### config.mk
export PLATFORM = sky130hd
export DESIGN_NAME = lvm_voice_calc
export DESIGN_NICKNAME = d
export VERILOG_FILES = /design/src/sv/lvm_pkg.sv /design/src/sv/lvm_voice_calc.sv
export SDC_FILE = /design/constraint.sdc
export NUM_CORES = 1
export LEC_CHECK = 0
export BUFFER_PORTS_ARGS = -buffer_cell sky130_fd_sc_hd__clkbuf_2
export CORE_MARGIN = 2
export CORE_UTILIZATION = 45
export CTS_BUF_LIST = sky130_fd_sc_hd__clkbuf_8
export DETAILED_ROUTE_END_ITERATION = 16
export GPL_TIMING_DRIVEN = 0
export SYNTH_ARGS = -nofsm -noshare
export SYNTH_HDL_FRONTEND = slang
export SYNTH_SLANG_ARGS = --single-unit
### constraint.sdc
create_clock -name clk_i -period 17.35 [get_ports clk_i]
set_clock_uncertainty 0.1 [all_clocks]
set_input_delay 2.6025 -clock clk_i [delete_from_list [all_inputs] [get_ports clk_i]]
set_output_delay 2.6025 -clock clk_i [all_outputs]
set_load 0.01 [all_outputs]
### src/sv/lvm_pkg.sv
`timescale 1ns / 1ps
// Shared types and constants of the looping sample voice mixer.
package lvm_pkg;

  localparam int unsigned SampleW  = 16;
  localparam int unsigned AddrW    = 12;
  localparam int unsigned LenW     = 13;
  localparam int unsigned TimeW    = 32;
  localparam int unsigned VoiceW   = 3;
  localparam int unsigned OpW      = 2;
  localparam int unsigned RawAddrW = 14;

  localparam int SampleMax = 32767;
  localparam int SampleMin = -32768;

  typedef enum logic [OpW-1:0] {
    OP_WRITE = 2'd0,
    OP_START = 2'd1,
    OP_STOP  = 2'd2,
    OP_MIX   = 2'd3
  } op_e;

  typedef struct packed {
    logic [AddrW-1:0] base;
    logic [LenW-1:0]  len;
    logic [TimeW-1:0] period;
    logic [TimeW-1:0] phase;
  } voice_t;

  typedef struct packed {
    logic             start;
    logic [TimeW-1:0] phase;
    logic [TimeW-1:0] step;
    logic [TimeW-1:0] period;
    logic [LenW-1:0]  len;
  } calc_req_t;

  typedef struct packed {
    logic             done;
    logic [TimeW-1:0] phase;
    logic [LenW-1:0]  offset;
  } calc_rsp_t;

  typedef struct packed {
    logic                start;
    logic                wr;
    logic [RawAddrW-1:0] addr;
    logic [SampleW-1:0]  data;
  } mem_req_t;

  typedef struct packed {
    logic               done;
    logic [SampleW-1:0] rdata;
  } mem_rsp_t;

endpackage

### src/sv/lvm_voice_calc.sv
`timescale 1ns / 1ps
// Bit-serial phase wrap and table offset divider for one voice.
module lvm_voice_calc (
  input  logic               clk_i,
  input  logic               rst_ni,
  input  lvm_pkg::calc_req_t req_i,
  output lvm_pkg::calc_rsp_t rsp_o
);
  import lvm_pkg::*;

  localparam int unsigned SumW = TimeW + 1;
  localparam int unsigned CntW = $clog2(SumW + 1);

  typedef enum logic [2:0] {
    S_IDLE,
    S_WRAP,
    S_DBL,
    S_ADD,
    S_DONE
  } state_e;

  state_e           state_q, state_d;
  logic [SumW-1:0]  sum_q, sum_d;
  logic [TimeW-1:0] rem_q, rem_d;
  logic [TimeW-1:0] per_q, per_d;
  logic [TimeW-1:0] ph_q, ph_d;
  logic [LenW-1:0]  len_q, len_d;
  logic [LenW-1:0]  quo_q, quo_d;
  logic [CntW-1:0]  cnt_q, cnt_d;

  logic [SumW-1:0]  trial;
  logic [SumW:0]    diff;
  logic             fits;
  logic [TimeW-1:0] rem_next;

  always_comb begin
    case (state_q)
      S_WRAP:  trial = {rem_q, sum_q[SumW-1]};
      S_DBL:   trial = {rem_q, 1'b0};
      S_ADD: begin
        if (len_q[LenW-1]) begin
          trial = {1'b0, rem_q} + {1'b0, ph_q};
        end else begin
          trial = {1'b0, rem_q};
        end
      end
      default: trial = '0;
    endcase
    diff     = {1'b0, trial} - {2'b00, per_q};
    fits     = ~diff[SumW];
    rem_next = fits ? diff[TimeW-1:0] : trial[TimeW-1:0];
  end

  always_comb begin
    state_d = state_q;
    sum_d   = sum_q;
    rem_d   = rem_q;
    per_d   = per_q;
    ph_d    = ph_q;
    len_d   = len_q;
    quo_d   = quo_q;
    cnt_d   = cnt_q;
    case (state_q)
      S_IDLE: begin
        if (req_i.start) begin
          per_d = req_i.period;
          len_d = req_i.len;
          sum_d = {1'b0, req_i.phase} + {1'b0, req_i.step};
          rem_d = '0;
          quo_d = '0;
          cnt_d = CntW'(SumW);
          if (req_i.period == '0) begin
            ph_d    = '0;
            state_d = S_DONE;
          end else begin
            state_d = S_WRAP;
          end
        end
      end
      S_WRAP: begin
        rem_d = rem_next;
        sum_d = {sum_q[SumW-2:0], 1'b0};
        cnt_d = cnt_q - 1'b1;
        if (cnt_q == CntW'(1)) begin
          ph_d    = rem_next;
          rem_d   = '0;
          cnt_d   = CntW'(LenW);
          state_d = S_DBL;
        end
      end
      S_DBL: begin
        rem_d   = rem_next;
        quo_d   = {quo_q[LenW-2:0], fits};
        state_d = S_ADD;
      end
      S_ADD: begin
        rem_d = rem_next;
        quo_d = quo_q + LenW'(fits);
        len_d = {len_q[LenW-2:0], 1'b0};
        cnt_d = cnt_q - 1'b1;
        if (cnt_q == CntW'(1)) begin
          state_d = S_DONE;
        end else begin
          state_d = S_DBL;
        end
      end
      S_DONE: begin
        state_d = S_IDLE;
      end
      default: begin
        state_d = S_IDLE;
      end
    endcase
  end

  always_ff @(posedge clk_i or negedge rst_ni) begin
    if (!rst_ni) begin
      state_q <= S_IDLE;
      sum_q   <= '0;
      rem_q   <= '0;
      per_q   <= '0;
      ph_q    <= '0;
      len_q   <= '0;
      quo_q   <= '0;
      cnt_q   <= '0;
    end else begin
      state_q <= state_d;
      sum_q   <= sum_d;
      rem_q   <= rem_d;
      per_q   <= per_d;
      ph_q    <= ph_d;
      len_q   <= len_d;
      quo_q   <= quo_d;
      cnt_q   <= cnt_d;
    end
  end

  assign rsp_o.done   = (state_q == S_DONE);
  assign rsp_o.phase  = ph_q;
  assign rsp_o.offset = quo_q;
endmodule

Yosys cells after proc, flatten, opt, wreduce, memory -nomap -nowiden

Index checks and enable logic that the tools add are counted.

Add/subtract/negate cells: 5
Equal/unequal tests: 8
Multiplexer cells: 24
Bitwise gates (word level): 1
Reduce and logical (&&, ||, !) cells: 16

Operator list:

| kind                                                                | number |
|---|---|
| 32-bit 2-to-1 mux                                                   | 6 |
| 33-bit one-hot mux with 3 select lines                              | 1 |
| 32-bit one-hot mux with 3 select lines                              | 1 |
| 32-bit by 32-bit adder with 33-bit output                           | 2 |
| 33-bit 2-to-1 mux                                                   | 2 |
| 33-bit one-hot mux with 2 select lines                              | 1 |
| 32-bit one-hot mux with 2 select lines                              | 1 |
| 13-bit one-hot mux with 3 select lines                              | 1 |
| 33-bit by 32-bit subtractor with 34-bit output                      | 1 |
| 32-bit logical NOT                                                  | 1 |
| 13-bit 2-to-1 mux                                                   | 2 |
| 13-bit one-hot mux with 2 select lines                              | 1 |
| 6-bit one-hot mux with 3 select lines                               | 1 |
| 2-bit AND reduction                                                 | 7 |
| 13-bit by 1-bit adder with 13-bit output                            | 1 |
| 3-bit 2-to-1 mux                                                    | 4 |
| 6-bit 2-to-1 mux                                                    | 2 |
| 3-bit one-hot mux with 4 select lines                               | 1 |
| 3-bit nonzero test                                                  | 3 |
| 3-bit by 2-bit == test with 1-bit output (second input constant)    | 2 |
| 6-bit by 1-bit == test with 1-bit output (second input constant)    | 1 |
| 2-bit != test (second input constant)                               | 3 |
| 6-bit by 1-bit subtractor with 6-bit output (second input constant) | 1 |
| 4-bit AND reduction                                                 | 1 |
| 6 further kinds                                                     | 7 |

Register bits: 164
Output and inout port bits: 46
Word-level logic and storage cells: 62

Depth between registers and ports, before layout

Word-level depth: 7
Gate-level depth with buffers: 33
Gate-level depth less buffers: 30

Worst setup path after synthesis

Ideal clock, no wire load.

Path kind: reg2reg
From: register ph_q[0]
To: register quo_q[8]
Setup time: 0.126 ns
Arrival: 6.001 ns
Required time: 17.124 ns
Setup slack: 11.124 ns
Cell stages (with the launch flop): 32
Path buffers: 3
Path through: dfrtp_1 ha_1 fa_1 a211oi_2 o211ai_1 a21oi_2 nor2_1 o21ai_0 o21ai_0 xor2_1 a222oi_1 inv_1 ha_1 clkbuf_2 inv_2 o31ai_4 a21oi_2 a31oi_1 and3_1 o22ai_2 o211a_1 and2_4 inv_4 buf_12 buf_12 ha_1 ha_1 and3_1 and3_1 and3_1 o21ai_0 a221o_1

Cells in the longest elaborated chain, start to end: 7

Ends and longest elaborated chain:

| item                                           | RTL line              | source |
|---|---|---|
| start: declaration                             | lvm_voice_calc.sv:26  | `logic [TimeW-1:0] ph_q, ph_d;` |
| start signal: assignment                       | lvm_voice_calc.sv:131 | `ph_q <= ph_d;` |
| 32-bit by 32-bit adder with 33-bit output      | lvm_voice_calc.sv:42  | `trial = {1'b0, rem_q} + {1'b0, ph_q};` |
| 33-bit 2-to-1 mux                              | lvm_voice_calc.sv:41  | `if (len_q[LenW-1]) begin` |
| 33-bit one-hot mux with 3 select lines         | lvm_voice_calc.sv:37  | `case (state_q)` |
| 33-bit by 32-bit subtractor with 34-bit output | lvm_voice_calc.sv:49  | `diff = {1'b0, trial} - {2'b00, per_q};` |
| 1-bit inverter                                 | lvm_voice_calc.sv:50  | `fits = ~diff[SumW];` |
| 13-bit by 1-bit adder with 13-bit output       | lvm_voice_calc.sv:98  | `quo_d = quo_q + LenW'(fits);` |
| 13-bit one-hot mux with 3 select lines         | lvm_voice_calc.sv:63  | `case (state_q)` |
| end signal: assignment                         | lvm_voice_calc.sv:133 | `quo_q <= quo_d;` |
| end: declaration                               | lvm_voice_calc.sv:28  | `logic [LenW-1:0] quo_q, quo_d;` |

No other way between the ends.
A chain may end at the register's enable or synchronous reset.

Worst setup path after layout

From: register rem_q[0]
To: register quo_q[10]

Cells in the longest elaborated chain, start to end: 7

Ends and longest elaborated chain:

| item                                               | RTL line              | source |
|---|---|---|
| start: declaration                                 | lvm_voice_calc.sv:24  | `logic [TimeW-1:0] rem_q, rem_d;` |
| start signal: assignment                           | lvm_voice_calc.sv:129 | `rem_q <= rem_d;` |
| 32-bit by 32-bit adder with 33-bit output          | lvm_voice_calc.sv:42  |  |
| 33-bit 2-to-1 mux                                  | lvm_voice_calc.sv:41  |  |
| 33-bit one-hot mux with 3 select lines (*)         | lvm_voice_calc.sv:37  |  |
| 33-bit by 32-bit subtractor with 34-bit output (*) | lvm_voice_calc.sv:49  |  |
| 1-bit inverter (*)                                 | lvm_voice_calc.sv:50  |  |
| 13-bit by 1-bit adder with 13-bit output (*)       | lvm_voice_calc.sv:98  |  |
| 13-bit one-hot mux with 3 select lines (*)         | lvm_voice_calc.sv:63  |  |

Every way passes the cells marked *; elsewhere a longest branch is shown, timed or not.

==> flow_metrics.py <==
metrics = {
    "status": {
        "status": "complete, no violations",
    },
    "timing": {
        "period_share": 0.432,
        "finalCriticalPeriod_ps": 7500,
        "setup_viol": 0,
        "setup_tns_ps": 0,
        "slew_viol_final": 0,
        "finalHoldViolCount": 0,
        "slew-limit-headroom": 0.424,
        "worst_slew_pin_slew_ps": 842,
        "fmax_ghz": 0.133,
        "rsz0062_at_grt": "false",
    },
    "placed_design": {
        "gp_congestion": 0.942,
        "postPlaceCellArea_mm2": 0.0136,
        "io_buffer_count": 157,
        "hpwl_um": 28700,
    },
    "yosys": {
        "synth-seq-cells": 164,
        "synth_edf_count": 0,
        "syn_inst": 1463,
        "async_reset_ff_frac": 1.00,
        "ys_types": 75,
        "ys.flop_type": "dfrtp_1",
        "yosys_warnings": 0,
        "yosysTopAreaCellShare": 0.331,
        "yosysTopAreaCell": "dfrtp_1",
        "syn-num-nets": 1679,
        "ys_seq_area_frac": 0.331,
        "synth.avg_cell_area_um2": 8.47,
        "yosysMostFrequentCell": "nand2_1",
        "synth_area_mm2": 0.0124,
        "synth_common_cells": "175 x nand2_1, 164 x dfrtp_1, 164 x o21ai_0, 101 x ha_1, 87 x a21oi_1",
        "ys_top_cells_by_area": "dfrtp_1 33%, ha_1 10%, o21ai_0 6.6%",
    },
    "cts": {
        "numCtsBuffers": 17,
        "htreeDepth": 4,
        "clk_latency_ps": 480,
        "clock_path_buffers": 2,
        "postCtsHoldBufs": 0,
        "cts_root_buffer": "clkbuf_8",
        "post_cts_resized": 0,
        "clock_sinks": 164,
        "post-cts-setup-buffer-count": 0,
        "cts_tree": "done",
        "clk_pin_slew_ps": 110,
    },
    "global_route": {
        "antenna_found_initial": 1,
        "grt_use_total": 0.258,
        "grt_max_degree": 89,
        "grt_pass1_wl_um": 58900,
        "first_global_vias": 11200,
        "grt-ovfl-total": 0,
    },
    "cells_and_area": {
        "fin_util": 0.520,
        "syn_to_final_growth_pct": 13.3,
        "n_fill_cell": 2645,
        "design_area_mm2": 0.0140,
        "n_antenna_cell": 0,
        "final_layout_size_suffix_gt1_frac": 0.134,
        "nets": 1856,
    },
    "drt": {
        "ant_nets": 0,
        "route.detailed.drc": 0,
        "drtIter0Drc": 1006,
        "drtPass1Iterations": 7,
        "wl_per_cell_um": 18.6,
        "wirelength_um": 37000,
        "routed-via-count": 11800,
        "viasPerCell": 5.92,
    },
    "floorplanning": {
        "ios": 158,
        "core_area_mm2": 0.0270,
        "die_h_um": 170,
        "die_x_um": 170,
        "initial_utilization": 0.459,
        "rows": 60,
        "dieArea_mm2": 0.0289,
    },
    "worst_setup_path": {
        "crit_type": "reg2reg",
        "crit_fanout": 11,
        "startpoint_type": "flop",
        "cp.arrival_ps": 7830,
        "slowest_stage": "a222oi_1",
        "crit_required_ps": 17680,
        "cp_slowest_stage_delay_ps": 520,
        "cp_top_family": "compound AO/OA/AOI/OAI gates",
        "critPathCaptureType": "flop",
        "path_buf_inv": 6,
    },
    "power_and_ir_drop": {
        "power_density_mw_per_mm2": 207,
        "max-vdd-ir-drop_mv": 0.0830,
        "p_leak_nw": 6.76,
    },
    "job": {
        "drv_cap": 0,
    },
    "worst_hold_path": {
        "min_path_type": "reg2reg",
    },
}
area by class of cell:
type	instances	area, um2	share of cell area
buffer	68	293	0.0208
clock buffer	17	234	0.0167
clock inverter	15	165	0.0118
inverter	78	295	0.0210
multi-input combinational	1153	7710	0.549
sequential	164	4100	0.292
tap	341	427	0.0304
timing repair buffer	158	822	0.0585
per-stage QoR:
stage          cells  hold WS, ps  total power (W)  setup WS (ps)
2_1_floorplan   1463          346          0.00207          11120
3_3_place_gp    1961          363          0.00256           9990
3_5_place_dp    1962          364          0.00259           9950
4_1_cts         1994          391          0.00289           9900
5_1_grt         1994          413          0.00317           9410
6_report        1994          389          0.00291           9850
where the power goes:
group / total (W) / switching (W) / internal [W]
Combinational: 0.00194 / 0.00117 / 0.000768
Clock: 0.000293 / 0.000173 / 0.000120
Sequential: 0.000674 / 0.000121 / 0.000553
flip-flops by register name (all words and copies together), names as in the netlist:
register  flops
cnt_q         6
quo_q        13
state_q       3
per_q        32
len_q        13
rem_q        32
sum_q        33
ph_q         32
cell families after synthesis:
logic type,synth area share
multiplexers,0.0267
XOR/XNOR,0.0459
adder cells (fa/ha/maj),0.107
flip-flops,0.331
AND/OR/NAND/NOR,0.150
buffers and inverters,0.0474
AO/OA/AOI/OAI,0.292
worst paths after layout:
check,from,end,slack [ps],cells past startpoint
min,len_q[7],len_q[7],390,2
max reg2reg,rem_q[0],quo_q[10],9850,33
max,rem_q[0],quo_q[10],9850,33
min in group asynchronous,rst_ni,ph_q[6],2040,1
max in group asynchronous,rst_ni,sum_q[21],14210,2
min reg2reg,len_q[7],len_q[7],390,2
cell usage in the layout (no fill, tap or decap), types with 32 or more instances in the layout:
| cell type | n |
|---|---|
| clkbuf_2 | 157 |
| dfrtp_1 | 164 |
| clkbuf_1 | 58 |
| a21oi_1 | 87 |
| a22o_1 | 32 |
| ha_1 | 101 |
| xnor2_1 | 47 |
| o21ai_0 | 164 |
| nand2_1 | 175 |
| a21o_1 | 33 |
| nor2_1 | 67 |
| inv_1 | 75 |
| a22oi_1 | 44 |
metal layers:
layer / part of all wire / routed length, um / global-route usage
met4: 0.020 / 731 / 0.0740
met2: 0.48 / 17700 / 0.435
met3: 0.058 / 2150 / 0.0384
met5: 0.00043 / 16 / 0
met1: 0.44 / 16400 / 0.345
tightest hold or removal path, cell delays in order, from the launching register on:
cell and delay [ps]:
dfrtp_1 360, nand2_1 50, nand2_1 50
(Power assumes the default switching activity.)
